$ cat src/rtl/sbt_pkg.sv
// Shared types and constants for the sorted breakpoint table.
// Used by the channel interfaces, the cell, the controller and the top level.
package sbt_pkg;

  localparam int TABLE_DEPTH = 1024;
  // Internal widths follow the depth; port widths are fixed.
  localparam int CNT_W       = $clog2(TABLE_DEPTH + 1);
  localparam int IDX_W       = $clog2(TABLE_DEPTH);
  localparam int ADDR_W      = 32;
  localparam int FUNC_W      = 2;
  localparam int POS_OUT_W   = 10;
  localparam int COUNT_OUT_W = 11;

  localparam logic [FUNC_W-1:0] FUNC_LOOKUP = 2'd0;
  localparam logic [FUNC_W-1:0] FUNC_ADD    = 2'd1;
  localparam logic [FUNC_W-1:0] FUNC_REMOVE = 2'd2;

  // Per-cycle command broadcast to every cell.
  typedef struct packed {
    logic rot;   // rotate left within the occupied ring
    logic ins;   // shift right, cell 0 takes the key
    logic del;   // shift left, dropping cell 0
  } cell_ctl_t;

  typedef enum logic [4:0] {
    ST_IDLE    = 5'b00001,
    ST_SEARCH  = 5'b00010,
    ST_RESTORE = 5'b00100,
    ST_DONE    = 5'b01000,
    ST_SPARE   = 5'b10000
  } state_t;

endpackage

$ cat src/rtl/sbt_cell.sv
// One storage cell of the breakpoint ring: holds a single address.
// Depends on sbt_pkg for the command struct.
module sbt_cell import sbt_pkg::*; (
  input  logic              clk,
  input  cell_ctl_t         ctl,
  input  logic              last,
  input  logic [ADDR_W-1:0] left_val,
  input  logic [ADDR_W-1:0] right_val,
  input  logic [ADDR_W-1:0] head_val,
  output logic [ADDR_W-1:0] val
);

  always_ff @(posedge clk) begin
    if (ctl.ins) begin
      val <= left_val;
    end else if (ctl.del) begin
      val <= right_val;
    end else if (ctl.rot) begin
      // last occupied cell closes the ring
      val <= last ? head_val : right_val;
    end
  end

endmodule

$ cat config.mk
export PLATFORM = sky130hd
export DESIGN_NAME = sbt_cell
export DESIGN_NICKNAME = d
export VERILOG_FILES = /design/src/rtl/sbt_pkg.sv /design/src/rtl/sbt_cell.sv
export SDC_FILE = /design/constraint.sdc
export NUM_CORES = 1
export LEC_CHECK = 0
export BUFFER_PORTS_ARGS = -buffer_cell sky130_fd_sc_hd__buf_4
export CAP_MARGIN = 0
export CORE_ASPECT_RATIO = 0.6
export CORE_MARGIN = 2
export CORE_UTILIZATION = 43
export DETAILED_ROUTE_END_ITERATION = 16
export PLACE_DENSITY = 0.91
export SYNTH_ARGS = -nofsm -noshare
export SYNTH_HDL_FRONTEND = slang
export SYNTH_SLANG_ARGS = --single-unit
$ cat constraint.sdc
create_clock -name clk -period 1.9 [get_ports clk]
set_input_delay 0.475 -clock clk [delete_from_list [all_inputs] [get_ports clk]]
set_output_delay 0.475 -clock clk [all_outputs]
set_load 0.02 [all_outputs]
==> Word level (Yosys, flattened, before mapping) <==
Index checks and enable logic that the tools add are counted.
{ "word_totals": {"ff_bits": 32, "latch_bits": 0, "ramBits": 0, "rom_bits": 0, "wordCells": 6, "memories": 0} }
{ "classes": {"addsub": 0, "multipliers": 0, "div": 0, "order_cmp": 0, "n_eq_ne": 0, "shifts": 0, "mux": 4, "n_bitwise": 0, "reduce_logical": 1} }
{ "op_table": {"columns": ["operator", "count"], "rows": [
  ["32-bit two-way mux", 4],
  ["3-bit nonzero test", 1]
]} }

==> Logic depth before layout (Yosys ltp) <==
{ "depth": {"ltp_word": 4, "mapped_depth": 4, "ltp_nobuf": 2} }

==> Worst setup path after synthesis <==
Ideal clock, no wire load.
{ "synth_timing": {"path_kind": "input-to-reg", "from": "in ctl[1] (netlist bit)", "to": "reg val[0], enable pin", "arrival_time_ns": 1.357, "t_required_ns": 1.486, "slack_ns": 0.129, "cell_stages": 2, "cell_sequence": "buf_6 or3_1"} }
{ "synth_via": {"elab_chain_cells": 1} }
{ "synth_rtl": {"columns": ["element", "line", "text"], "rows": [
  ["from (decl)", "sbt_cell.sv:5", "input cell_ctl_t ctl,"],
  ["3-bit nonzero test (no line)", null, null],
  ["to (signal assigned)", "sbt_cell.sv:15", "val <= left_val;"],
  ["to (signal assigned)", "sbt_cell.sv:17", "val <= right_val;"],
  ["to (signal assigned)", "sbt_cell.sv:20", "val <= last ? head_val : right_val;"],
  ["to (decl)", "sbt_cell.sv:10", "output logic [ADDR_W-1:0] val"]
]} }
Every way passes these cells.
A chain may end at the register's enable or synchronous reset.

==> Final worst setup path <==
{ "layout_timing": {"from": "in ctl[1] (netlist bit)", "to": "reg val[12], data pin"} }
{ "layout_via": {"elab_chain_cells": 1} }
{ "layout_rtl": {"columns": ["element", "line", "text"], "rows": [
  ["32-bit two-way mux", "sbt_cell.sv:14", "if (ctl.ins) begin"]
]} }
Every way passes these cells.

==> results.tsv <==
stage	metric	value	unit
power_and_ir_drop	Static Leakage	0.001482	µW
grt	first-pass GRT wire length	9059	µm
place	Placer Congestion	0.7741	
finish	biggest regs	val: 32 flops	
synthesis	synthesized area	2218	µm²
clock_network	cts repair resizes	0	
drt	Avg WL per Cell	15.62	µm
place	Cell Area, Placed	3226	µm²
worst_setup_path	Setup CP Type	primary input to register	
timing	setup violators final	0	
timing	Tcrit/Tclk final	0.7364	
timing	Rel. slew slack	0.7569	
grt	vias in the first global route	1902	
synthesis	post-synth net total	282	
power_and_ir_drop	maximum VDD drop	322.7	µV
clock_network	setup bufs post-CTS	0	
synthesis	FF+latch count, synth	32	
clock_network	hold buffers post-CTS	0	
drt	final WL	5857	µm
drt	initial DRC count	65	
finish	number of flip-flops in the largest register	32	
power_and_ir_drop	Psw	586.8	µW
power_and_ir_drop	power share of the clock group	0.247	
drt	DRC Markers	0	
worst_setup_path	CP Capture Type	register	
drt	Vias/cell	5.216	
timing	Final Hold Vio Count	0	
finish	Filler cells	396	
grt	Remaining Overflow, GRT	0	
die	die area	5768	µm²
clock_network	CTS root buf	clkbuf_8	
power_and_ir_drop	combinational power share	0.314	
power_and_ir_drop	Pint	1461	µW
finish	largest reg by FF count	val	
min_path	HP Class	primary input to register	
place	pre-CTS setup slack	0.1891	ns
power_and_ir_drop	Reg power frac	0.439	
min_path	hold path startpoint	left_val[31]	
timing	Tmin final	1.399	ns
synthesis	Syn Inst Count	181	
timing	final max-slew violation count	0	
worst_setup_path	WP buf/inv	2	
synthesis	sequential element share of the synthesized area	0.4332	
grt	GRT Overall Usage	0.2029	
grt	initial antenna violation count	0	
clock_network	CTS tree	done	
place	IO buf count	132	
worst_setup_path	CP Data Arrival Time	1.42	ns
timing	RSZ-0062 raised after global routing	false	
synthesis	Syn Area/Cell	12.26	µm²
timing	TNS Setup	0	ns
finish	# nets final	409	
power_and_ir_drop	switch share	0.2866	
worst_setup_path	Top Family by Delay on Critical Path	buffers and inverters	
finish	post-route cell area	3308	µm²
drt	drt first pass iters	4	
timing	fmax	714.7	MHz
clock_network	clock buffer depth	2	
clock_network	CTS Buf Count	5	
clock_network	clock transition at the registers of the reported paths	0.07	ns
die	Die Y	59.64	µm
worst_setup_path	slowest stage delay, CP	0.39	ns
worst_setup_path	Startpoint Class	primary input	
worst_setup_path	Critical Path RT	1.92	ns
die	I/O pins	133	
status	status	finished clean	
finish	sequential cell area	960.9	µm²
die	total number of placement rows	20	
clock_network	Clock Sinks	32	
die	Initial Utilization	0.4433	
synthesis	library cells used by synthesis	11	
synthesis	YS warnings	0	
drt	post-route ant nets	0	
timing	worst-margin pin slew	0.3646	ns
worst_setup_path	Top cell by count, worst path	buf_4	
min_path	worst hold path cell count	3	
timing	Min Hold Slack	0.5006	ns
worst_setup_path	slowest stage cell on the critical path	buf_4	
worst_setup_path	Critical Path, Cell by Cell	buf_4 > buf_4 > nand4bb_1 > o311ai_2	
drt	vias after detailed routing	1956	
place	DP HPWL	4427	µm
die	core area	5005	µm²
finish	layout cells sized above 1	0.5728	
power_and_ir_drop	PwrDens	618.9	nW/µm²
finish	Layout Area Growth over Synthesis	49.13	%
min_path	WHS Endpoint	val[31]	
clock_network	H-Tree Depth	2	
finish	n_diodes	0	
run	max-cap violations	0	
finish	area of the multi-input gates	1006	µm²
die	Die Wd	96.73	µm
grt	largest net degree at the start of global routing	44	
worst_setup_path	CP max FO	36	
timing	worst setup margin	0.5008	ns
power groups by stage:
stage / sequential (µW) / clock, µW / combinational (µW)
final: 899 / 506 / 643
after global routing: 908 / 545 / 686
after CTS: 901 / 506 / 650
after detailed placement: 915 / 0 / 649
after global placement: 912 / 0 / 638
after floorplan: 1020 / 0 / 219
per-stage QoR:
step / power, µW / utilization / cells
6_report: 2048 / 0.6610 / 375
3_3_place_gp: 1550 / 0.6445 / 367
3_5_place_dp: 1564 / 0.6445 / 367
5_1_grt: 2138 / 0.6610 / 375
4_1_cts: 2057 / 0.6610 / 375
2_1_floorplan: 1242 / - / 181
cell usage after synthesis:
cell        n  area [µm²]
inv_1      32       120.1
o311ai_1    2       17.52
edfxtp_1   32       960.9
o311ai_2   30       488.0
nand2_1    32       120.1
or3_1       1       6.260
buf_2      15       75.07
buf_8       3       45.04
nor2b_4     1       13.76
nand4bb_1  32       360.4
buf_6       1       11.26
cell usage in the layout, fill, tap and decap left out:
cell type,n
nand2_1,32
clkinv_2,2
clkinv_1,1
buf_12,1
nand4bb_1,32
or3_1,1
o311ai_2,30
o311ai_1,2
nor2b_4,1
inv_1,32
edfxtp_1,32
clkbuf_8,5
buf_4,138
routing by layer:
metal,share of wire,global-route usage,wire (µm),vias to the layer above
met5,0,0,0,-
met4,0.0039,0.04427,23,0
met3,0.095,0.07901,558,2
met2,0.49,0.3383,2874,93
met1,0.41,0.2556,2401,920
li1,-,-,-,941
cell type report:
cell class,count,share of cell area
clock inverters,3,0.004160
clock buffers,5,0.02080
inverters,32,0.03631
well taps,66,0.02496
multi-input cells,98,0.3041
flip-flops and latches,32,0.2905
repair buffers,139,0.3192
cells by family (layout without fill, tap and decap cells):
group / after synthesis / in the layout / synth area share
DFF: 32 / 32 / 0.4332
and+or+nand+nor: 66 / 66 / 0.2256
buffers and inverters: 51 / 179 / 0.1134
AOI/OAI and AO/OA: 32 / 32 / 0.2279
worst min-delay path, stage by stage:
cell and delay, ns:
buf_4 0.08, nand2_1 0.04, o311ai_1 0.07
worst max path at each step:
stage / startpoint / cells past startpoint / end / slack, ns
6_report: ctl[1] / 4 / val[12] / 0.50
5_1_grt: ctl[1] / 4 / val[6] / 0.44
4_1_cts: ctl[1] / 4 / val[12] / 0.49
3_5_place_dp: ctl[1] / 4 / val[12] / 0.19
3_3_place_gp: ctl[1] / 4 / val[14] / 0.25
2_1_floorplan: ctl[1] / 2 / val[0] / 0.13
Note: power is estimated with default switching activity, not from simulation.
