## config.mk

```make
export PLATFORM = sky130hd
export DESIGN_NAME = sbt_ctrl_flat
export DESIGN_NICKNAME = d
export VERILOG_FILES = /design/src/rtl/sbt_pkg.sv /design/src/rtl/sbt_if.sv /design/src/rtl/sbt_ctrl.sv /design/src/flat_wrapper.sv
export SDC_FILE = /design/constraint.sdc
export NUM_CORES = 1
export LEC_CHECK = 0
export BUFFER_PORTS_ARGS = -buffer_cell sky130_fd_sc_hd__buf_2
export CORE_MARGIN = 2
export CORE_UTILIZATION = 53
export DETAILED_ROUTE_END_ITERATION = 8
export GPL_TIMING_DRIVEN = 1
export PLACE_DENSITY = 0.81
export SLEW_MARGIN = 10
export SYNTH_ARGS = -nofsm -noshare
export SYNTH_HDL_FRONTEND = slang
export SYNTH_SLANG_ARGS = --single-unit
```

## constraint.sdc

```tcl
create_clock -name clk -period 3.8 [get_ports clk]
set_clock_uncertainty 0.05 [all_clocks]
set_input_delay 0.38 -clock clk [delete_from_list [all_inputs] [get_ports clk]]
set_output_delay 0.38 -clock clk [all_outputs]
set_load 0.01 [all_outputs]
```

## src/rtl/sbt_pkg.sv

```systemverilog
// Shared types and constants for the sorted breakpoint table.
// Used by the channel interfaces, the cell, the controller and the top level.
package sbt_pkg;

  localparam int TABLE_DEPTH = 1024;
  // Internal widths follow the depth; port widths are fixed.
  localparam int CNT_W       = $clog2(TABLE_DEPTH + 1);
  localparam int IDX_W       = $clog2(TABLE_DEPTH);
  localparam int ADDR_W      = 32;
  localparam int FUNC_W      = 2;
  localparam int POS_OUT_W   = 10;
  localparam int COUNT_OUT_W = 11;

  localparam logic [FUNC_W-1:0] FUNC_LOOKUP = 2'd0;
  localparam logic [FUNC_W-1:0] FUNC_ADD    = 2'd1;
  localparam logic [FUNC_W-1:0] FUNC_REMOVE = 2'd2;

  // Per-cycle command broadcast to every cell.
  typedef struct packed {
    logic rot;   // rotate left within the occupied ring
    logic ins;   // shift right, cell 0 takes the key
    logic del;   // shift left, dropping cell 0
  } cell_ctl_t;

  typedef enum logic [4:0] {
    ST_IDLE    = 5'b00001,
    ST_SEARCH  = 5'b00010,
    ST_RESTORE = 5'b00100,
    ST_DONE    = 5'b01000,
    ST_SPARE   = 5'b10000
  } state_t;

endpackage

```

## src/rtl/sbt_if.sv

```systemverilog
// Request and response channel interfaces (valid/ready).
// Depends on sbt_pkg for field widths.
interface sbt_req_if import sbt_pkg::*; ();
  logic              valid;
  logic              ready;
  logic [FUNC_W-1:0] func;
  logic [ADDR_W-1:0] address;

  modport source (output valid, output func, output address, input ready);
  modport sink   (input valid, input func, input address, output ready);
endinterface

interface sbt_rsp_if import sbt_pkg::*; ();
  logic                   valid;
  logic                   ready;
  logic                   success;
  logic [POS_OUT_W-1:0]   position;
  logic [COUNT_OUT_W-1:0] entry_count;

  modport source (output valid, output success, output position, output entry_count,
                  input ready);
  modport sink   (input valid, input success, input position, input entry_count,
                  output ready);
endinterface

```

## src/rtl/sbt_ctrl.sv

```systemverilog
// Sequencer for the breakpoint ring: search, insert/delete, restore order.
// Depends on sbt_pkg and the channel interfaces; drives all cells.
module sbt_ctrl import sbt_pkg::*; (
  input  logic              clk,
  input  logic              rst,
  sbt_req_if.sink           req,
  sbt_rsp_if.source         rsp,
  input  logic [ADDR_W-1:0] head,
  output cell_ctl_t         ctl,
  output logic [ADDR_W-1:0] key,
  output logic [CNT_W-1:0]  count
);

  state_t             state, state_next;
  logic [FUNC_W-1:0]  func_q;
  logic [CNT_W-1:0]   off, off_next;
  logic [CNT_W-1:0]   count_next;
  logic               success_q, success_next;
  logic [IDX_W-1:0]   pos_q, pos_next;
  logic               full, in_ring, found, rsp_load;

  assign req.ready = (state == ST_IDLE);
  assign full      = (count == CNT_W'(TABLE_DEPTH));
  assign in_ring   = (off < count);
  assign found     = in_ring && (head == key);
  assign rsp_load  = (state == ST_DONE) && (!rsp.valid || rsp.ready);

  always_comb begin
    state_next   = state;
    off_next     = off;
    count_next   = count;
    success_next = success_q;
    pos_next     = pos_q;
    ctl          = '0;
    case (state)
      ST_IDLE: begin
        if (req.valid) begin
          state_next   = ST_SEARCH;
          off_next     = '0;
          success_next = 1'b0;
          pos_next     = '0;
        end
      end
      ST_SEARCH: begin
        if (!(func_q inside {FUNC_LOOKUP, FUNC_ADD, FUNC_REMOVE}) ||
            (func_q == FUNC_ADD && full)) begin
          state_next = ST_RESTORE;
        end else if (in_ring && head < key) begin
          ctl.rot  = 1'b1;
          off_next = off + 1'b1;
        end else begin
          // head is the first entry not below the key, or the ring is exhausted
          state_next = ST_RESTORE;
          case (func_q)
            FUNC_LOOKUP: begin
              success_next = found;
              pos_next     = found ? off[IDX_W-1:0] : '0;
            end
            FUNC_ADD: begin
              success_next = 1'b1;
              if (!found) begin
                ctl.ins    = 1'b1;
                count_next = count + 1'b1;
              end
            end
            default: begin
              success_next = found;
              if (found) begin
                ctl.del    = 1'b1;
                count_next = count - 1'b1;
              end
            end
          endcase
        end
      end
      ST_RESTORE: begin
        // keep rotating until the smallest entry is back in cell 0
        if (off == '0 || off == count) begin
          state_next = ST_DONE;
        end else begin
          ctl.rot  = 1'b1;
          off_next = off + 1'b1;
        end
      end
      ST_DONE: begin
        if (rsp_load) begin
          state_next = ST_IDLE;
        end
      end
      default: begin
        state_next = ST_IDLE;
      end
    endcase
  end

  always_ff @(posedge clk) begin
    if (rst) begin
      state     <= ST_IDLE;
      count     <= '0;
      rsp.valid <= 1'b0;
    end else begin
      state <= state_next;
      count <= count_next;
      if (rsp_load) begin
        rsp.valid <= 1'b1;
      end else if (rsp.ready) begin
        rsp.valid <= 1'b0;
      end
    end
  end

  always_ff @(posedge clk) begin
    off       <= off_next;
    success_q <= success_next;
    pos_q     <= pos_next;
    if (req.valid && req.ready) begin
      func_q <= req.func;
      key    <= req.address;
    end
    if (rsp_load) begin
      rsp.success     <= success_q;
      rsp.position    <= POS_OUT_W'(pos_q);
      rsp.entry_count <= COUNT_OUT_W'(count);
    end
  end

endmodule
```

## src/flat_wrapper.sv

```systemverilog
// flat-port wrapper written by rule: the top's interface ports become plain ports
module sbt_ctrl_flat import sbt_pkg::*;
  (clk, rst, head, ctl, key, count, req_valid, req_func, req_address, req_ready, rsp_valid, rsp_success, rsp_position, rsp_entry_count, rsp_ready);
  sbt_req_if req_i ();
  sbt_rsp_if rsp_i ();
  input  logic clk;
  input  logic rst;
  input  logic [ADDR_W-1:0] head;
  output cell_ctl_t ctl;
  output logic [ADDR_W-1:0] key;
  output logic [CNT_W-1:0] count;
  input wire logic [$bits(req_i.valid)-1:0] req_valid;
  input wire logic [$bits(req_i.func)-1:0] req_func;
  input wire logic [$bits(req_i.address)-1:0] req_address;
  output wire logic [$bits(req_i.ready)-1:0] req_ready;
  output wire logic [$bits(rsp_i.valid)-1:0] rsp_valid;
  output wire logic [$bits(rsp_i.success)-1:0] rsp_success;
  output wire logic [$bits(rsp_i.position)-1:0] rsp_position;
  output wire logic [$bits(rsp_i.entry_count)-1:0] rsp_entry_count;
  input wire logic [$bits(rsp_i.ready)-1:0] rsp_ready;
  assign req_i.valid = req_valid;
  assign req_i.func = req_func;
  assign req_i.address = req_address;
  assign req_ready = req_i.ready;
  assign rsp_valid = rsp_i.valid;
  assign rsp_success = rsp_i.success;
  assign rsp_position = rsp_i.position;
  assign rsp_entry_count = rsp_i.entry_count;
  assign rsp_i.ready = rsp_ready;
  sbt_ctrl u_core (.clk(clk), .rst(rst), .req(req_i), .rsp(rsp_i), .head(head), .ctl(ctl), .key(key), .count(count));
endmodule
```

# Word level (Yosys, flattened, before mapping)
# Index checks and enable logic that the tools add are counted.
# classes
addsub	3
magnitude_cmp	2
eq_ne	19
mux	37
bitwise_logic	3
n_reduce_logical	23
# ops
op	n
$mux 11	6
$mux 10	5
$pmux 11 s3	1
$eq 32x32->1	1
$lt 32x32->1	1
$mux 5	5
$add 11x1->11 const B	2
$pmux 11 s2	1
$pmux 10 s2	1
$pmux 5 s4	1
$mux 1	12
$eq 11x11->1	1
$eq 11x11->1 const B	1
$logic_not 11->1	1
$lt 11x11->1	1
$sub 11x1->11 const B	1
$ne 2x2->1 const B	5
$reduce_and 5->1	2
$ne 2x1->1 const B	4
$reduce_and 4->1	2
$reduce_and 6->1	1
$reduce_bool 2->1	3
$reduce_bool 3->1	2
$eq 5x1->1 const B	1
15 further kinds	26
# totals
reg_bits	95
in_bits	70
out_inout_bits	70
word_cells	98

# Logic depth before layout (Yosys ltp)
# Gate-level depths: netlist of run 1.
# depth
word_depth	7
depth_mapped	10
ltp_nobuf	10

# Worst setup path before layout of run 1
# No wires, ideal clock.
# synth_path
path_kind	flip-flop to flip-flop
startpoint	register u_core.func_q[1]
endpoint	register u_core.count[10]
setup_time_ns	0.123
t_arrival_ns	2.682
t_required_ns	3.627
path_slack_ns	0.944
path_stages_with_launch	11
path_buffers	0
period_less_slack_ns	2.856
path_cell_list	edfxtp_1 > and2b_2 > inv_1 > fa_1 > a21oi_1 > o211ai_1 > o41ai_2 > o21ai_1 > and3_1 > o221ai_1 > mux2_1
# synth_between
elab_chain_cells	6
elab_cells_between_ends	13
cone_classes	eq/ne (3); mux (1); bitwise (2); reduce/logical (7)
# synth_lines
element	line	source
start: declaration	sbt_ctrl.sv:15	logic [FUNC_W-1:0] func_q;
start signal: assignment	sbt_ctrl.sv:117	func_q <= req.func;
$eq 2x1->1, or another cell as far along	sbt_ctrl.sv:45, sbt_ctrl.sv:46, sbt_ctrl.sv:54	
$reduce_bool 3->1	sbt_ctrl.sv:45	if (!(func_q inside {FUNC_LOOKUP, FUNC_ADD, FUNC_REMOVE}) ||
$logic_not 1->1	sbt_ctrl.sv:45	
$logic_or 1x1->1	sbt_ctrl.sv:45	
$not 1->1 (no source line)	-	
$reduce_and 6->1 (no source line)	-	
end signal: assignment	sbt_ctrl.sv:103	count <= count_next;
end: declaration	sbt_ctrl.sv:11	output logic [CNT_W-1:0] count
# Parallel ways exist; a longest one is shown, timed or not.
# A chain may end at the register's enable or synchronous reset.

# Worst setup path after layout of run 1
# Ends and elaborated chain as after synthesis.

==> out/metrics.sh, run 1 <==
RUN_STATUS='completed'
GRT_PASS1_VIAS=3888
POST_CTS_HOLD_BUFFER_COUNT=0
FINAL.MIN_CLOCK_PERIOD_NS=3.40
YOSYS.AREA.TOP_TYPE='sky130_fd_sc_hd__edfxtp_1'
WORST_SETUP_PATH_START_KIND='flip-flop'
CELLPOWERDENSITY_nW_PER_UM2=380
CRIT_ARRIVAL_NS=3.62
ROWS=35
GRT_SETUP_UNREPAIRED='false'
DETAILED_PLACE_HPWL_MM=8.87
HP-START='req_address[27]'
CTS-RESIZED-GATES=0
SLEW_VIOL_FINAL=0
INITIALDRTVIOLATIONCOUNT=189
IO_PINS=140
SYN-MEAN-INSTANCE-AREA_UM2=11.6
SETUP_VIOLATIONS=0
LAYOUT_WORST_PATH_CYCLE_SHARE=0.896
POST_ROUTE_CELLS_DRIVE_ABOVE_1_SHARE=0.300
MOSTFREQUENTLAYOUTCELLS='sky130_fd_sc_hd__buf_2, sky130_fd_sc_hd__edfxtp_1, sky130_fd_sc_hd__ha_1'
DPL_CELL_AREA_UM2=6000
TIMING.FMAX_GHz=0.294
TRITONCTS_CLOCK_TREE='built'
SYNTH_NETS=568
CRIT_PATH_CATEGORY='flip-flop to flip-flop'
SYNTH.LIB_CELLS_USED.DISTINCT=64
TOTALNEGATIVESETUPSLACK_NS=0
CRIT-REG2REG-CAPTURE='u_core.count[10]$_SDFFE_PP0P_'
VDD_DROP_MAX_mV=0.220
GRT_FIRST_PASS_WIRELENGTH_MM=17.7
SYN-CELL-AREA_UM2=5150
CTS.PATH.MAX_BUFFERS=2
SYNTH_TOP_AREA_CELLS='sky130_fd_sc_hd__edfxtp_1, sky130_fd_sc_hd__ha_1, sky130_fd_sc_hd__dfxtp_1'
FLOW.AREA_GROWTH_FROM_SYNTHESIS_PCT=20.4
REG2REG_DEPTH=10
WORST_SETUP_PATH_END_KIND='flip-flop'
SYNTH_SEQ_AREA_SHARE=0.517
ASYNC_FLOP_SHARE=0
PLACEABLECOREAREA_UM2=9330
SYNTH.TOP_CELL.AREA_SHARE=0.455
COUNT_OF_ANTENNA_VIOLATING_NETS_LEFT_AFTER_DETAILED_ROUTING=0
DIE_WIDTH_UM=103
MAX-CAP-VIOLATIONS=0
DESIGN_AREA_UM2=6200
SYN_INST=443
WL_PER_CELL_UM=15.6
WORSTHOLDENDPOINT='u_core.key[27]$_DFFE_PP_'
CLK-INSERTION-DELAY-LATE_NS=0.38
INSERTEDDIODECOUNT=0
GRT_REMAINING_OVERFLOW=0
NNETSFINAL=716
SYNTH-EDFF-COUNT=78
GRT_ANTENNA_BEFORE_REPAIR=0
DRT_PASS1_ITERATIONS=5
DIE_HEIGHT_UM=103
FINAL_HOLD_SLACK_NS=0.117
DRCVIOLATIONCOUNT=0
TIMING.MAX_SLEW.REL_SLACK=0.219
MOSTFREQUENTLAYOUTCELL='sky130_fd_sc_hd__buf_2'
R2R_SETUP_SLACK_NS=0.40
CLK_ROOT_BUFFER_CELL='sky130_fd_sc_hd__clkbuf_8'
CTS_POST_SETUP_BUFFERS_INSERTED=0
ENDPOINTS_FAILING_HOLD=0
HTREE_LEVELS=3
NUMPORTBUFFERS=139
NUMBER_OF_BUFFERS_CREATED_BY_CTS=9
CTS.SINK_COUNT=94
MAXIMUM_NUMBER_OF_PINS_ON_ONE_NET_BEFORE_GLOBAL_ROUTE_REPAIR=35
FLOORPLAN_DIE_AREA_UM2=10500
DOMINANTREGCELLSYNTH='sky130_fd_sc_hd__edfxtp_1'
NUMBER_OF_WARNING_MESSAGES_IN_THE_YOSYS_LOG=0
YS_SEQ_ELEMENTS=94
TIGHTEST_SLEW_NS=1.17
GLOBALROUTETOTALUTIL=0.221
WORSTREG2REGSTART='u_core.func_q[1]$_DFFE_PP_'
VIAS_PER_CELL=5.53
CLKTRANSATPATHREGS_NS=0.11
CRIT_FANOUT=12
HP-CLASS='primary input to flip-flop'
FINALWEIGHTEDCONGESTION=0.887
POWER_LEAKAGE_uW=0.00273
TIMING.HOLD.WORST_PATH_DEPTH=1
CRIT_REQUIRED_NS=4.02
TOTALWIRELENGTH_MM=11.3
VIA_COUNT=4010
INITIAL_UTILIZATION=0.552
metrics by stage:
step / worst slack, ns / power, uW / cells / util
4_1_cts: 0.473 / 2360 / 725 / 0.665
6_report: 0.396 / 2350 / 725 / 0.665
3_3_place_gp: 0.625 / 1680 / 709 / 0.644
2_1_floorplan: 0.944 / 1550 / 443 / -
3_5_place_dp: 0.517 / 1710 / 709 / 0.644
5_1_grt: 0.185 / 2450 / 725 / 0.665
power breakdown:
group | internal [uW] | switching (uW)
Sequential | 1200 | 54.8
Clock | 259 | 406
Combinational | 180 | 254
Total | 1640 | 714
registers in the layout, summed over array words and instances (netlist names), 2 cells and up:
register,count
u_core.count,11
u_core.func_q,2
u_core.key,32
u_core.off,11
u_core.pos_q,10
u_core.rsp.entry_count,11
u_core.rsp.position,10
u_core.state,4
cell type report:
class                           count  area [um^2]
Clock inverter                      7         75.1
Sequential cell                    94         2660
Tap cell                          129          161
Inverter                           52          195
Timing Repair Buffer              141          711
Fill cell                         710         3120
Clock buffer                        9          124
Multi-Input combinational cell    293         2270
synth_stat cells, types with 3 or more instances:
cell	count
sky130_fd_sc_hd__nor2b_1	4
sky130_fd_sc_hd__a21oi_1	29
sky130_fd_sc_hd__nand2b_1	9
sky130_fd_sc_hd__o21ai_0	9
sky130_fd_sc_hd__ha_1	54
sky130_fd_sc_hd__and3_1	3
sky130_fd_sc_hd__nand2_1	20
sky130_fd_sc_hd__mux2i_1	6
sky130_fd_sc_hd__nand4_1	7
sky130_fd_sc_hd__and2_1	9
sky130_fd_sc_hd__nor4_1	6
sky130_fd_sc_hd__a21o_1	3
sky130_fd_sc_hd__nand3_1	11
sky130_fd_sc_hd__a211oi_1	4
sky130_fd_sc_hd__o21bai_1	3
sky130_fd_sc_hd__xnor2_1	6
sky130_fd_sc_hd__a31oi_1	3
sky130_fd_sc_hd__nor3_1	9
sky130_fd_sc_hd__dfxtp_1	16
sky130_fd_sc_hd__o41ai_2	3
sky130_fd_sc_hd__nand3b_1	3
sky130_fd_sc_hd__edfxtp_1	78
sky130_fd_sc_hd__inv_1	52
sky130_fd_sc_hd__mux2_1	3
sky130_fd_sc_hd__nor2_1	38
sky130_fd_sc_hd__xor2_1	8
worst max-delay path, cell delays in order (launching register included):
cell                       delay (ns)
sky130_fd_sc_hd__edfxtp_1        0.53
sky130_fd_sc_hd__and2b_2         0.31
sky130_fd_sc_hd__inv_1           0.22
sky130_fd_sc_hd__fa_1            0.47
sky130_fd_sc_hd__a21oi_1         0.23
sky130_fd_sc_hd__o211ai_1        0.19
sky130_fd_sc_hd__o41ai_2         0.42
sky130_fd_sc_hd__o21ai_1         0.14
sky130_fd_sc_hd__and3_1          0.20
sky130_fd_sc_hd__o221ai_1        0.21
sky130_fd_sc_hd__mux2_1          0.34
worst max path at each step:
stage	start	to	slack, ns	depth (start not counted)
floorplan	u_core.func_q[1]$_DFFE_PP_	u_core.count[10]$_SDFFE_PP0P_	0.94	10
global placement	u_core.func_q[1]$_DFFE_PP_	u_core.count[10]$_SDFFE_PP0P_	0.62	10
detailed placement	u_core.func_q[1]$_DFFE_PP_	u_core.count[10]$_SDFFE_PP0P_	0.52	10
CTS	u_core.off[4]$_SDFFCE_PN0P_	ctl[0]	0.47	9
global route	u_core.off[4]$_SDFFCE_PN0P_	ctl[0]	0.19	9
finish	u_core.func_q[1]$_DFFE_PP_	u_core.count[10]$_SDFFE_PP0P_	0.40	10
logic make-up after synthesis:
family / Yosys count / synth area share
flip-flops: 94 / 0.517
buffers and inverters: 56 / 0.0423
multiplexers: 11 / 0.0233
AO/OA/AOI/OAI: 76 / 0.107
AND/OR/NAND/NOR: 137 / 0.152
XOR/XNOR: 14 / 0.0238
adder cells (fa/ha/maj): 55 / 0.135
metal layers:
metal / vias to the layer above / track usage / wire length (um)
li1: 1921 / - / -
met5: - / 0 / 0
met2: 186 / 0.394 / 5610
met1: 1877 / 0.250 / 4530
met3: 26 / 0.0576 / 887
met4: 0 / 0.0964 / 307
Note: power is estimated with default switching activity, not from simulation.
==> inputs of run 2 (changes only) <==
CORE_MARGIN = default   (was 2)
==> run 2 against run 1 <==
- first-iteration DRC count shrank 3.7%
- fmax up 3.0%
- clock-buffer cell count unchanged
- sequential share of layout area down 0.10 points
- worst setup slack improved by 0.10 ns
- global-route usage up 1.2 points
- critical path depth down 1
- sequential power about the same
- worst hold slack improved by 0.0099 ns
- wire length decreased by 1.1%
- critical endpoint is now ctl[0]
- highest routed layer unchanged
==> out/metrics.sh, run 2 (same netlist as run 1, synthesis figures left out) <==
CTS.SINK_COUNT=94  # unchanged
REGISTER_NAME_WITH_THE_MOST_FLOPS='u_core.key'
WL_PER_CELL_UM=15.4  # -1.4%
ENDPOINTS_FAILING_HOLD=0  # unchanged
CLK_ROOT_BUFFER_CELL='sky130_fd_sc_hd__clkbuf_8'
ROWS=35  # unchanged
REG2REG_DEPTH=10  # unchanged
CELLPOWERDENSITY_nW_PER_UM2=376  # -0.83%
CLK-INSERTION-DELAY-LATE_NS=0.37  # about the same
TRITONCTS_CLOCK_TREE='built'
DETAILED_PLACE_HPWL_MM=8.88  # +0.16%
WORST_SETUP_PATH_START_KIND='flip-flop'
DIE_WIDTH_UM=101  # -1.9%
DIE_HEIGHT_UM=101  # -1.9%
NNETSFINAL=718  # +0.28%
INSERTEDDIODECOUNT=0  # unchanged
CRIT_REQUIRED_NS=3.37  # -0.65 ns
DRT_PASS1_ITERATIONS=4  # -1
HP-CLASS='primary input to flip-flop'
FLOORPLAN_DIE_AREA_UM2=10100  # -3.9%
VIA_COUNT=3947  # -1.6%
WORST_PATH_LARGEST_CELL_DELAY_NS=0.53  # about the same
PATH_BUF_INV=1  # unchanged
INITIAL_UTILIZATION=0.552  # unchanged
LAYOUT_WORST_PATH_CYCLE_SHARE=0.870  # -0.0263
SHARE_CLK_OF_TOTAL_POWER=0.280  # -0.002
WORST_SETUP_PATH_END_KIND='output pin'
CLKTRANSATPATHREGS_NS=0.11  # about the same
CRIT-REG2REG-CAPTURE='u_core.count[10]$_SDFFE_PP0P_'
CRITICAL_PATH.CELL_CHAIN='ha_1 > a211oi_2 > o21bai_1 > o21bai_1 > nand4b_1 > nor2_1 > nand2_1 > nor2_1 > buf_2'
N_FILL_CELL=729  # +2.7%
TOTALWIRELENGTH_MM=11.2  # -1.1%
VDD_DROP_MAX_mV=0.261  # +19%
CTS_POST_SETUP_BUFFERS_INSERTED=0  # unchanged
FINAL.MIN_CLOCK_PERIOD_NS=3.30  # -0.0998 ns
P_INT_uW=1640  # about the same
CRIT_FAMILY='simple AND/OR/NAND/NOR gates'
MOSTFREQUENTLAYOUTCELLS='sky130_fd_sc_hd__buf_2, sky130_fd_sc_hd__edfxtp_1, sky130_fd_sc_hd__ha_1'
POST_CTS_HOLD_BUFFER_COUNT=0  # unchanged
FINALWEIGHTEDCONGESTION=0.887  # about the same
P_SW_FRAC=0.299  # -0.00407
VIAS_PER_CELL=5.43  # -1.8%
MOSTFREQUENTLAYOUTCELL='sky130_fd_sc_hd__buf_2'
CRIT_PATH_CATEGORY='flip-flop to output pin'
RUN_STATUS='completed'
PLACEABLECOREAREA_UM2=9330  # unchanged
INITIALDRTVIOLATIONCOUNT=182  # -3.7%
MAX-CAP-VIOLATIONS=0  # unchanged
WORSTHOLDENDPOINT='u_core.key[2]$_DFFE_PP_'
DESIGN_AREA_UM2=6220  # +0.24%
POWER.SHARE.SEQUENTIAL=0.537  # +0.004
TOTALNEGATIVESETUPSLACK_NS=0  # unchanged
CTS-RESIZED-GATES=0  # unchanged
WORSTREG2REGSTART='u_core.func_q[1]$_DFFE_PP_'
GRT_FIRST_PASS_WIRELENGTH_MM=18.2  # +2.8%
SLEW_VIOL_FINAL=0  # unchanged
MAXIMUM_NUMBER_OF_PINS_ON_ONE_NET_BEFORE_GLOBAL_ROUTE_REPAIR=35  # unchanged
TIMING.MAX_SLEW.REL_SLACK=0.309  # +0.0898
NUMBER_OF_BUFFERS_CREATED_BY_CTS=9  # unchanged
CRIT_ARRIVAL_NS=2.87  # -0.75 ns
GLOBALROUTETOTALUTIL=0.234  # +0.0123
NET_SWITCHING_POWER_uW=700  # -1.9%
DRCVIOLATIONCOUNT=0  # unchanged
POST_ROUTE_CELLS_DRIVE_ABOVE_1_SHARE=0.303  # +0.00234
CTS.PATH.MAX_BUFFERS=2  # unchanged
R2R_SETUP_SLACK_NS=0.51  # +0.11 ns
FLOW.AREA_GROWTH_FROM_SYNTHESIS_PCT=20.7
CRIT_FANOUT=7  # -5
COMB_POWER_SHARE=0.183  # about the same
GRT_SETUP_UNREPAIRED='false'
IO_PINS=140  # unchanged
SEQUENTIAL_CELL_AREA_UM2=2660  # unchanged
DPL_CELL_AREA_UM2=6020  # +0.25%
COUNT_OF_ANTENNA_VIOLATING_NETS_LEFT_AFTER_DETAILED_ROUTING=0  # unchanged
GRT_REMAINING_OVERFLOW=0  # unchanged
HTREE_LEVELS=3  # unchanged
CPMAXSTAGEDELAYCELL='sky130_fd_sc_hd__edfxtp_1'
SETUP_VIOLATIONS=0  # unchanged
TIGHTEST_SLEW_NS=1.03  # -0.134 ns
NUMPORTBUFFERS=139  # unchanged
AREA_OCCUPIED_BY_MULTI_INPUT_GATES_UM2=2270  # unchanged
GRT_PASS1_VIAS=3942  # +1.4%
TIMING.HOLD.WORST_PATH_DEPTH=1  # unchanged
POWER_LEAKAGE_uW=0.00274  # +0.35%
NUMBER_OF_FLIP_FLOPS_UNDER_THE_LARGEST_REGISTER_NAME=32  # unchanged
TIMING.FMAX_GHz=0.303  # +3.0%
HP-START='req_address[2]'
GRT_ANTENNA_BEFORE_REPAIR=0  # unchanged
[run 2: cell types whose count changed in the layout (fill, tap and decap cells not counted)]
cell and delta:
sky130_fd_sc_hd__buf_4 +2, sky130_fd_sc_hd__o21ai_0 +1, sky130_fd_sc_hd__o21ai_1 -1
[run 2: stage by stage]
step	total power, uW	setup WS (ns)	utilization	hold slack [ns]	instances
3_3_place_gp	1680	0.750	0.645	0.351	711
6_report	2340	0.496	0.667	0.127	727
3_5_place_dp	1710	0.588	0.645	0.355	711
5_1_grt	2460	0.327	0.667	0.103	727
4_1_cts	2360	0.484	0.667	0.110	727
2_1_floorplan	1550	0.944	-	0.350	443
[run 2: worst max-delay path by stage]
stage                                     start                             to  depth (start not counted)
floorplan            u_core.func_q[1]$_DFFE_PP_  u_core.count[10]$_SDFFE_PP0P_                         10
global placement     u_core.func_q[1]$_DFFE_PP_  u_core.count[10]$_SDFFE_PP0P_                         10
detailed placement   u_core.func_q[1]$_DFFE_PP_  u_core.count[10]$_SDFFE_PP0P_                         10
CTS                 u_core.off[4]$_SDFFCE_PN0P_                         ctl[0]                          9
global route        u_core.off[4]$_SDFFCE_PN0P_                         ctl[1]                          8
finish              u_core.off[4]$_SDFFCE_PN0P_                         ctl[0]                          9
[run 2: worst register-to-register path: cells and delay by family (launching register included)]
kind                       cells  cell delay (ns)
buffers and inverters          1             0.21
and+or+nand+nor                2             0.48
AOI/OAI and AO/OA              5             1.12
adders and majority gates      1             0.47
muxes                          1             0.34
DFF                            1             0.50
[run 2: routing by layer]
metal / GRT usage / wire (um) / vias up
li1: - / - / 1925
met2: 0.409 / 5630 / 143
met1: 0.275 / 4640 / 1857
met3: 0.0624 / 674 / 22
met4: 0.0870 / 268 / 0
met5: 0 / 0 / -
[run 2: layout make-up]
| class | count | area share |
|---|---|---|
| flip-flops and latches | 94 | 0.428 |
| multi-input cells | 293 | 0.366 |
| repair buffers | 143 | 0.117 |
| inverters | 52 | 0.0314 |
| well taps | 129 | 0.0260 |
| clock buffers | 9 | 0.0199 |
| clock inverters | 7 | 0.0121 |
[run 2: power by group through the flow]
stage	registers, uW	clock network (uW)	logic, uW
after floorplan	1280	0	272
after global placement	1280	0	403
after detailed placement	1280	0	428
after CTS	1260	669	432
after global routing	1270	711	480
final	1260	654	429
==> inputs of run 3 (changes only) <==
clock period = 3.6 ns   (was 3.8 ns; I/O delays follow)
==> run 3 against run 2 <==
- sequential power up 6%
- power up 7.7%
- via count up 1.6%
- die area unchanged
- clock-buffer cell count unchanged
- global-route usage up 0.32 points
- worst setup slack worse by 0.37 ns
- first-iteration DRC count up 27%
- design area about the same
- final cell count down 0.28%
- worst hold slack worse by 0.026 ns
- critical path type unchanged
- critical endpoint unchanged
==> out/metrics.sh, run 3 (same netlist as run 1, synthesis figures left out) <==
RUN_STATUS='completed'
TOTALNEGATIVESETUPSLACK_NS=0  # unchanged
ENDPOINTS_FAILING_HOLD=0  # unchanged
DIE_WIDTH_UM=101  # unchanged
LAYOUT_WORST_PATH_CYCLE_SHARE=0.966
CRIT_REQUIRED_NS=3.19  # -0.18 ns
TIGHTEST_SLEW_NS=1.04  # +0.0114 ns
IO_PINS=140  # unchanged
P_SW_FRAC=0.289  # -0.00999
WL_PER_CELL_UM=15.7  # +2.0%
TOTALWIRELENGTH_MM=11.4  # +1.8%
VIAS_PER_CELL=5.53  # +1.9%
MAX-CAP-VIOLATIONS=0  # unchanged
POST_CTS_HOLD_BUFFER_COUNT=0  # unchanged
CTS_POST_SETUP_BUFFERS_INSERTED=0  # unchanged
DRCVIOLATIONCOUNT=0  # unchanged
SETUP_VIOLATIONS=0  # unchanged
FINALWEIGHTEDCONGESTION=0.848  # -4.3%
DIE_HEIGHT_UM=101  # unchanged
CRIT_FANOUT=7  # unchanged
R2R_SETUP_SLACK_NS=0.29  # -0.22 ns
POWER.SHARE.SEQUENTIAL=0.527  # -0.010
CELLPOWERDENSITY_nW_PER_UM2=406  # +7.7%
CPMAXSTAGEDELAYCELL='sky130_fd_sc_hd__edfxtp_1'
GRT_SETUP_UNREPAIRED='false'
WORSTHOLDENDPOINT='u_core.key[3]$_DFFE_PP_'
COMB_POWER_SHARE=0.180  # -0.003
GRT_FIRST_PASS_WIRELENGTH_MM=18.3  # +0.57%
TIMING.FINAL.WS_SETUP_NS=0.123  # -0.373 ns
SLEW_VIOL_FINAL=0  # unchanged
REG2REG_DEPTH=10  # unchanged
NUMPORTBUFFERS=139  # unchanged
NET_SWITCHING_POWER_uW=729  # +4.1%
CTS-RESIZED-GATES=0  # unchanged
REGISTER_NAME_WITH_THE_MOST_FLOPS='u_core.key'
CLKTRANSATPATHREGS_NS=0.10  # about the same
WORSTREG2REGSTART='u_core.func_q[1]$_DFFE_PP_'
POST_ROUTE_CELLS_DRIVE_ABOVE_1_SHARE=0.300  # -0.00234
MAXIMUM_NUMBER_OF_PINS_ON_ONE_NET_BEFORE_GLOBAL_ROUTE_REPAIR=35  # unchanged
TIMING.HOLD.WORST_PATH_DEPTH=1  # unchanged
CLK-INSERTION-DELAY-LATE_NS=0.38  # about the same
WORST_SETUP_PATH_END_KIND='output pin'
HP-START='req_address[3]'
MOSTFREQUENTLAYOUTCELL='sky130_fd_sc_hd__buf_2'
TIMING.MAX_SLEW.REL_SLACK=0.304  # -0.00450
ROWS=35  # unchanged
FLOORPLAN_DIE_AREA_UM2=10100  # unchanged
HTREE_LEVELS=3  # unchanged
INSERTEDDIODECOUNT=0  # unchanged
NUMBER_OF_BUFFERS_CREATED_BY_CTS=9  # unchanged
NNETSFINAL=716  # -0.28%
GRT_REMAINING_OVERFLOW=0  # unchanged
SHARE_CLK_OF_TOTAL_POWER=0.293  # +0.013
POWER_LEAKAGE_uW=0.00273  # -0.26%
GLOBALROUTETOTALUTIL=0.237  # +0.00325
WORST_PATH_LARGEST_CELL_DELAY_NS=0.53  # about the same
CRIT_PATH_CATEGORY='flip-flop to output pin'
TRITONCTS_CLOCK_TREE='built'
PLACEABLECOREAREA_UM2=9330  # unchanged
MOSTFREQUENTLAYOUTCELLS='sky130_fd_sc_hd__buf_2, sky130_fd_sc_hd__edfxtp_1, sky130_fd_sc_hd__ha_1'
WORST_SETUP_PATH_START_KIND='flip-flop'
P_INT_uW=1790  # +9.2%
DRT_PASS1_ITERATIONS=4  # unchanged
FINAL.MIN_CLOCK_PERIOD_NS=3.48
HP-CLASS='primary input to flip-flop'
FIN_CELLS=725  # -0.28%
DP.CELLS=709  # -0.28%
CTS.SINK_COUNT=94  # unchanged
NUMBER_OF_FLIP_FLOPS_UNDER_THE_LARGEST_REGISTER_NAME=32  # unchanged
DETAILED_PLACE_HPWL_MM=8.96  # +0.83%
INITIAL_UTILIZATION=0.552  # unchanged
VDD_DROP_MAX_mV=0.213  # -18%
CRIT_ARRIVAL_NS=3.07  # +0.20 ns
TIMING.FMAX_GHz=0.288
CTS.PATH.MAX_BUFFERS=2  # unchanged
INITIALDRTVIOLATIONCOUNT=232  # +27%
GRT_PASS1_VIAS=4037  # +2.4%
CRIT-REG2REG-CAPTURE='u_core.count[10]$_SDFFE_PP0P_'
CRITICAL_PATH.CELL_CHAIN='ha_1 > a211oi_2 > o21bai_1 > o21bai_1 > nand4b_1 > nor2_1 > nand2_1 > nor2_1 > buf_2'
FLOW.AREA_GROWTH_FROM_SYNTHESIS_PCT=20.6  # about the same
COUNT_OF_ANTENNA_VIOLATING_NETS_LEFT_AFTER_DETAILED_ROUTING=0  # unchanged
GRT_ANTENNA_BEFORE_REPAIR=0  # unchanged
VIA_COUNT=4010  # +1.6%
CLK_ROOT_BUFFER_CELL='sky130_fd_sc_hd__clkbuf_8'
PRE_CTS_WS_NS=0.428  # -0.160 ns
[run 3: changes by cell type in the layout (fill, tap and decap cells not counted), sizes merged]
| cell | change |
|---|---|
| clkinv | -3 |
| inv | +1 |
| buf | -2 |
| clkinvlp | +1 |
| bufinv | +1 |
[run 3: through the flow]
| step | cell area (um^2) | util | total power, uW | hold WS, ns |
|---|---|---|---|---|
| final | 6210 | 0.666 | 2520 | 0.101 |
| after global routing | 6210 | 0.666 | 2630 | 0.0891 |
| after CTS | 6210 | 0.666 | 2530 | 0.0910 |
| after detailed placement | 6000 | 0.644 | 1800 | 0.355 |
| after global placement | 6000 | 0.644 | 1770 | 0.351 |
| after floorplan | 5150 | - | 1640 | 0.350 |
[run 3: worst max-delay path by stage]
stage,start,end,slack [ns],cells after the start
2_1_floorplan,u_core.func_q[1]$_DFFE_PP_,u_core.count[10]$_SDFFE_PP0P_,0.74,10
3_3_place_gp,u_core.func_q[1]$_DFFE_PP_,u_core.count[10]$_SDFFE_PP0P_,0.55,10
3_5_place_dp,u_core.func_q[1]$_DFFE_PP_,u_core.count[10]$_SDFFE_PP0P_,0.43,10
4_1_cts,u_core.off[4]$_SDFFCE_PN0P_,ctl[0],0.22,9
5_1_grt,u_core.count[4]$_SDFFE_PP0P_,ctl[0],0.02,10
6_report,u_core.off[4]$_SDFFCE_PN0P_,ctl[0],0.12,9
[run 3: area by class of cell]
cell class	instances	area, um^2
clock buffers	9	124
flip-flops and latches	94	2660
repair buffers	141	711
clock inverters	7	85.1
multi-input cells	293	2270
inverters	52	195
well taps	129	161
fillers	725	3110
[run 3: layer usage]
| metal | global-route usage | share of wire | vias to the layer above |
|---|---|---|---|
| met1 | 0.267 | 0.40 | 1875 |
| met4 | 0.108 | 0.025 | 0 |
| met3 | 0.0589 | 0.079 | 29 |
| li1 | - | - | 1919 |
| met5 | 0 | 0 | - |
| met2 | 0.422 | 0.50 | 187 |
[run 3: power groups by stage]
stage | clock, uW | combinational (uW) | sequential [uW]
after CTS | 750 | 453 | 1330
final | 740 | 454 | 1330
after global placement | 0 | 424 | 1350
after global routing | 785 | 506 | 1340
after floorplan | 0 | 288 | 1350
after detailed placement | 0 | 449 | 1350
[run 3: worst max-delay path: cells and delay by family (launching register included)]
| family | cells | cell delay, ns |
|---|---|---|
| and+or+nand+nor | 4 | 1.00 |
| buffers and inverters | 1 | 0.17 |
| adders and majority gates | 1 | 0.36 |
| DFF | 1 | 0.53 |
| AOI/OAI and AO/OA | 3 | 0.63 |
